File: src/mopc_pkg.sv
package mopc_pkg;

  localparam int MAX_OBSTACLES = 16;
  localparam int FRACTION_BITS = 16;

  // table address and obstacle count widths
  localparam int IDX_W = (MAX_OBSTACLES > 1) ? $clog2(MAX_OBSTACLES) : 1;
  localparam int NB_W  = $clog2(MAX_OBSTACLES + 1);

  // fixed field widths
  localparam int VAL_W   = 32;
  localparam int SIZE_W  = 31;
  localparam int COUNT_W = 5;
  localparam int BOX_W   = 2 * VAL_W + SIZE_W;
  localparam int BALL_W  = 3 * VAL_W + SIZE_W;
  localparam int AXES    = 3;

  // request opcodes
  localparam logic [1:0] OP_WR_BOX  = 2'd0;
  localparam logic [1:0] OP_WR_BALL = 2'd1;
  localparam logic [1:0] OP_QUERY   = 2'd2;

  // config register indexes
  localparam logic [1:0] CFG_BOX_COUNT  = 2'd0;
  localparam logic [1:0] CFG_BALL_COUNT = 2'd1;
  localparam logic [1:0] CFG_BOX_STAMP  = 2'd2;
  localparam logic [1:0] CFG_BALL_STAMP = 2'd3;

  typedef enum logic [2:0] {
    ST_IDLE,
    ST_TIME,
    ST_SQUARE,
    ST_HALF,
    ST_ISSUE,
    ST_DRAIN,
    ST_DONE
  } state_t;

  typedef struct packed {
    logic wr_box;
    logic wr_ball;
    logic load_query;
    logic use_box;
    logic calc_time;
    logic calc_square;
    logic calc_half;
    logic issue;
    logic load_out;
  } ctrl_cmd_t;

  typedef struct packed {
    logic            busy;
    logic [NB_W-1:0] nbox;
    logic [NB_W-1:0] nball;
  } dp_sts_t;

  function automatic logic signed [63:0] ext64(input logic signed [VAL_W-1:0] x);
    return {{(64 - VAL_W){x[VAL_W-1]}}, x};
  endfunction

  // clamp to signed 32-bit range
  function automatic logic signed [VAL_W-1:0] sat32(input logic signed [63:0] v);
    logic signed [VAL_W-1:0] r;
    if ((&v[63:VAL_W-1]) || !(|v[63:VAL_W-1])) begin
      r = v[VAL_W-1:0];
    end else if (v[63]) begin
      r = {1'b1, {(VAL_W - 1){1'b0}}};
    end else begin
      r = {1'b0, {(VAL_W - 1){1'b1}}};
    end
    return r;
  endfunction

  // fixed-point product scaling: floor shift, then saturate
  function automatic logic signed [VAL_W-1:0] qscale(input logic signed [63:0] p);
    return sat32(p >>> FRACTION_BITS);
  endfunction

endpackage

File: src/mopc_ctrl.sv
module mopc_ctrl (
  input  logic                          clk,
  input  logic                          rst_n,
  input  logic                          in_valid,
  output logic                          in_stall,
  input  logic [1:0]                    in_opcode,
  input  logic [3:0]                    in_entry_index,
  input  logic [1:0]                    in_axis,
  output logic                          out_valid,
  input  logic                          out_stall,
  input  mopc_pkg::dp_sts_t             sts,
  output mopc_pkg::ctrl_cmd_t           cmd,
  output logic [mopc_pkg::IDX_W-1:0]    rd_addr
);

  import mopc_pkg::*;

  state_t          state_r, state_nxt;
  logic [NB_W-1:0] j_r, j_nxt;
  logic [NB_W-1:0] n_r, n_nxt;
  logic            use_box_r, use_box_nxt;
  logic            out_valid_r, out_valid_nxt;
  logic            in_acc;
  logic            wr_ok;
  logic            out_free;

  assign in_stall = (state_r != ST_IDLE);
  assign in_acc   = in_valid && !in_stall;
  assign out_free = !out_valid_r || !out_stall;
  assign wr_ok    = (int'(in_entry_index) < MAX_OBSTACLES) && (int'(in_axis) < AXES);

  // next state
  always_comb begin
    state_nxt   = state_r;
    j_nxt       = j_r;
    n_nxt       = n_r;
    use_box_nxt = use_box_r;
    unique case (state_r)
      ST_IDLE: begin
        if (in_acc && in_opcode == OP_QUERY) begin
          state_nxt   = ST_TIME;
          j_nxt       = '0;
          use_box_nxt = (sts.nbox != '0);
          n_nxt       = (sts.nbox != '0) ? sts.nbox : sts.nball;
        end
      end
      ST_TIME: begin
        state_nxt = (n_r == '0) ? ST_DONE : ST_SQUARE;
      end
      ST_SQUARE: begin
        state_nxt = ST_HALF;
      end
      ST_HALF: begin
        state_nxt = ST_ISSUE;
      end
      ST_ISSUE: begin
        j_nxt = j_r + 1'b1;
        if (j_r + 1'b1 == n_r) begin
          state_nxt = ST_DRAIN;
        end
      end
      ST_DRAIN: begin
        if (!sts.busy) begin
          state_nxt = ST_DONE;
        end
      end
      ST_DONE: begin
        if (out_free) begin
          state_nxt = ST_IDLE;
        end
      end
      default: begin
        state_nxt = ST_IDLE;
      end
    endcase
  end

  // commands
  always_comb begin
    cmd         = '0;
    cmd.use_box = use_box_r;
    unique case (state_r)
      ST_IDLE: begin
        cmd.wr_box     = in_acc && (in_opcode == OP_WR_BOX) && wr_ok;
        cmd.wr_ball    = in_acc && (in_opcode == OP_WR_BALL) && wr_ok;
        cmd.load_query = in_acc && (in_opcode == OP_QUERY);
      end
      ST_TIME:   cmd.calc_time   = 1'b1;
      ST_SQUARE: cmd.calc_square = 1'b1;
      ST_HALF:   cmd.calc_half   = 1'b1;
      ST_ISSUE:  cmd.issue       = 1'b1;
      ST_DRAIN:  cmd.issue       = 1'b0;
      ST_DONE:   cmd.load_out    = out_free;
      default:   cmd.issue       = 1'b0;
    endcase
  end

  always_comb begin
    out_valid_nxt = out_valid_r;
    if (cmd.load_out) begin
      out_valid_nxt = 1'b1;
    end else if (!out_stall) begin
      out_valid_nxt = 1'b0;
    end
  end

  always_ff @(posedge clk) begin
    if (!rst_n) begin
      state_r     <= ST_IDLE;
      j_r         <= '0;
      n_r         <= '0;
      use_box_r   <= 1'b0;
      out_valid_r <= 1'b0;
    end else begin
      state_r     <= state_nxt;
      j_r         <= j_nxt;
      n_r         <= n_nxt;
      use_box_r   <= use_box_nxt;
      out_valid_r <= out_valid_nxt;
    end
  end

  assign rd_addr   = j_r[IDX_W-1:0];
  assign out_valid = out_valid_r;

  a_issue_range: assert property (@(posedge clk) disable iff (!rst_n)
    (state_r == ST_ISSUE) |-> (j_r < n_r))
    else $error("issue index past obstacle count");

  a_query_start: assert property (@(posedge clk) disable iff (!rst_n)
    (in_acc && in_opcode == OP_QUERY) |=> (state_r == ST_TIME))
    else $error("query accepted without starting");

  a_done_drained: assert property (@(posedge clk) disable iff (!rst_n)
    (state_r == ST_DONE) |-> !sts.busy)
    else $error("result taken while pipeline busy");

  a_result_shown: assert property (@(posedge clk) disable iff (!rst_n)
    (state_r == ST_DONE && state_nxt == ST_IDLE) |=> out_valid_r)
    else $error("query finished without a result");

endmodule

File: config.mk
export PLATFORM = sky130hd
export DESIGN_NAME = mopc_ctrl
export DESIGN_NICKNAME = d
export VERILOG_FILES = /design/src/mopc_pkg.sv /design/src/mopc_ctrl.sv
export SDC_FILE = /design/constraint.sdc
export NUM_CORES = 1
export LEC_CHECK = 0
export BUFFER_PORTS_ARGS = -buffer_cell sky130_fd_sc_hd__buf_4
export CORE_MARGIN = 3
export CORE_UTILIZATION = 48
export DETAILED_ROUTE_END_ITERATION = 10
export MAX_ROUTING_LAYER = met4
export PLACE_DENSITY = 0.9
export SYNTH_ARGS = -nofsm -noshare
export SYNTH_HDL_FRONTEND = slang
export SYNTH_SLANG_ARGS = --single-unit
File: constraint.sdc
create_clock -name clk -period 2 [get_ports clk]
set_clock_uncertainty 0.2 [all_clocks]
set_input_delay 0.2 -clock clk [delete_from_list [all_inputs] [get_ports clk]]
set_output_delay 0.2 -clock clk [all_outputs]
set_load 0.01 [all_outputs]
==> impl_metrics.yaml <==
routing:
  first_pass_iters: 4
  postRouteAntennaNets: 0
  vias_per_cell: 5.404
  wirelength_met1_um: 1029
  num_vias: 962
  wl_met3_um: 111
  drc_errors: 0
  wl_per_cell_um: 13.67
  drt_iter0_drc: 17
  met2WireLength_um: 1286
  routed_wl_um: 2434
  dr.max_layer_used: "met4"
worst_setup_path:
  r2r.worst_path.cells: 4
  crit_buf_inv: 1
  cp.depth: 5
  cp_max_fo: 6
  crit_slowest_cell: "or3_4"
  startpoint_type: "flop"
  cp-end-kind: "output port"
  worstPathArrival_ns: 1.58
  worstSetupPathType: "reg -> out"
  crit_family: "simple AND/OR/NAND/NOR gates"
  critical_path.cell_chain: "or3_4 > a21oi_2 > nand3b_1 > nor2_1 > buf_4"
  critical-path-max-stage-delay_ns: 0.44
  r2r_slack_ns: 0.32
  worstPathRequired_ns: 1.60
timing:
  hold_viol: 0
  min_period_ns: 1.983
  report.final.slew_viol_count: 0
  worst_slew_pin_slew_ns: 0.4084
  relSlewSlack: 0.7269
  finalSetupViolCount: 0
  clock.fmax_mhz: 504.3
  fin_setup_tns_ns: 0
  fin_crit_sh: 0.9915
floorplanning:
  coreArea_mm2: 0.001839
  core.rowCount: 15
  die_height_um: 51.55
  die_area_mm2: 0.002657
  die_w_um: 51.55
  initial_core_util: 0.5415
  num_io_pins: 38
place:
  dpl.hpwl_um: 1723
  place_inst: 163
  port_buffers: 33
  placed_cell_area_mm2: 0.001192
  gp_congestion: 0.8839
clock_network:
  cts_tree: "built"
  clk_latency_ns: 0.29
  clock_path_buffers: 2
  root_buffer: "clkbuf_4"
  clock_sinks: 15
  numCtsBuffers: 3
  h-tree-depth: 1
  clk_pin_slew_ns: 0.08
power:
  p_per_area_mw_per_mm2: 682.4
  p_leak_nw: 0.5972
  ir_drop_mv: 0.4968
  total_power_mw: 0.9127
synthesis:
  synthCells: 114
  avgSynthCellArea_um2: 8.736
  async_reset_ff_frac: 0
  netlist-cell-type-count: 39
  ys_ff_latch: 15
  ys.flop_type: "dfxtp_1"
  yosys_warnings: 0
  synthesis.nets: 138
  netlist_area_um2: 996.0
  ys_seq_area_frac: 0.3015
  synth-edff-count: 0
final_layout:
  finalNetCount: 178
  area_growth_pct: 34.30
  diodes: 0
  design_area_mm2: 0.001338
  layout-drive-gt1-share: 0.3595
  fin_util: 0.7272
  fin_cells: 178
global_routing:
  grt_pass1_vias: 893
  grt_antenna_before_repair: 0
  grt_usage: 0.1978
  grt_max_degree: 16
  grt_pass1_wl_um: 3836
  grt.overflow.total: 0
job:
  max-cap-violations: 0
hold_path:
  hold_depth: 3
  hold_path_class: "in -> reg"
status:
  status: "completed"
[power by group]
| part | switching [mW] | total [mW] | internal, mW |
|---|---|---|---|
| Combinational | 0.189 | 0.380 | 0.191 |
| Sequential | 0.0283 | 0.357 | 0.328 |
| Clock | 0.0988 | 0.176 | 0.0775 |
| Total | 0.316 | 0.913 | 0.597 |
[cells by family (layout without fill, tap and decap cells)]
kind of cell             after synthesis  in the layout  synth area share
AO/OA/AOI/OAI                         38             38            0.2613
XOR/XNOR                               7              7           0.07664
adder cells (fa/ha/maj)                1              1           0.01256
buffers and inverters                 15             54            0.1219
flip-flops                            15             15            0.3015
AND/OR/NAND/NOR                       38             38            0.2261
[final cells by class]
type,count,area (um2)
clock buffers,4,26.28
fillers,160,501.7
inverters,3,16.27
multi-input cells,84,583.1
flip-flops and latches,15,305.3
well taps,25,31.28
repair buffers,47,375.4
[tightest hold or removal path, stage by stage]
cell,delay [ns]
buf_4,0.08
a21oi_1,0.05
a21oi_1,0.12
[Yosys cell counts (2+ instances only)]
| cell type | instances | area (um2) |
|---|---|---|
| nand3_1 | 2 | 10.01 |
| nand2_1 | 8 | 30.03 |
| buf_6 | 2 | 22.52 |
| buf_2 | 2 | 10.01 |
| a21boi_1 | 3 | 22.52 |
| nor3b_1 | 2 | 15.01 |
| o211a_1 | 3 | 30.03 |
| xor2_1 | 3 | 26.28 |
| nand3b_1 | 4 | 30.03 |
| inv_1 | 2 | 7.510 |
| a21oi_2 | 2 | 17.52 |
| nor2b_1 | 2 | 12.51 |
| o21ai_2 | 3 | 26.28 |
| o21ai_0 | 5 | 25.02 |
| a21oi_1 | 12 | 60.06 |
| xnor2_1 | 3 | 26.28 |
| o21a_1 | 3 | 22.52 |
| nor2_1 | 7 | 26.28 |
| o21ai_1 | 2 | 10.01 |
| dfxtp_1 | 15 | 300.3 |
| nor3_1 | 3 | 15.01 |
| buf_4 | 7 | 52.55 |
| o211ai_1 | 2 | 15.01 |
| or4_1 | 2 | 15.01 |
[cells in the final DEF (no fill, tap or decap), drive strengths merged, types with 2 or more instances in the layout]
cell type / count
buf: 38
dfxtp: 15
a21oi: 14
o21ai: 10
dlygate4sd3: 9
nand2: 9
nor2: 9
nand3b: 4
a21boi: 4
clkbuf: 4
nor3: 3
o21a: 3
xor2: 3
o211a: 3
xnor2: 3
inv: 2
nor3b: 2
nor2b: 2
or4: 2
nand3: 2
o211ai: 2
[metrics by stage]
stage | setup slack [ns] | hold slack (ns)
finish | 0.01700 | 0.006927
global route | -0.05577 | 0.01445
CTS | 0.02265 | 0.001302
detailed placement | 0.2087 | 0.2617
global placement | 0.2551 | 0.2448
floorplan | 0.2930 | 0.1282
[sequential cells by signal, summed over array words and instances (netlist names)]
| name | cells |
|---|---|
| use_box_r | 1 |
| j_r | 5 |
| n_r | 5 |
| state_r | 3 |
| out_valid | 1 |
[path summary, 6_finish.rpt]
check / startpoint / end
setup / recovery: state_r[1]$_SDFFE_PN0P_ / cmd[7]
hold / removal: sts[0] / n_r[0]$_SDFFE_PN0P_
setup reg to reg: state_r[1]$_SDFFE_PN0P_ / n_r[1]$_SDFFE_PN0P_
hold reg to reg: out_valid$_SDFFE_PN0P_ / out_valid$_SDFFE_PN0P_
[routing by layer]
metal | track usage | up-vias
li1 | - | 481
met2 | 0.3432 | 32
met3 | 0.05444 | 2
met1 | 0.2202 | 447
met5 | - | -
met4 | 0.06114 | 0
[repair_timing]
item / CTS / global route
hold buffers: 9 / 0
setup endpoints to repair: 3 / 2
resized for setup: 1 / 4
pin swaps: 0 / 1
endpoints found under the hold margin: 5 / 0
setup buffers: 0 / 2
(Power assumes the default switching activity.)
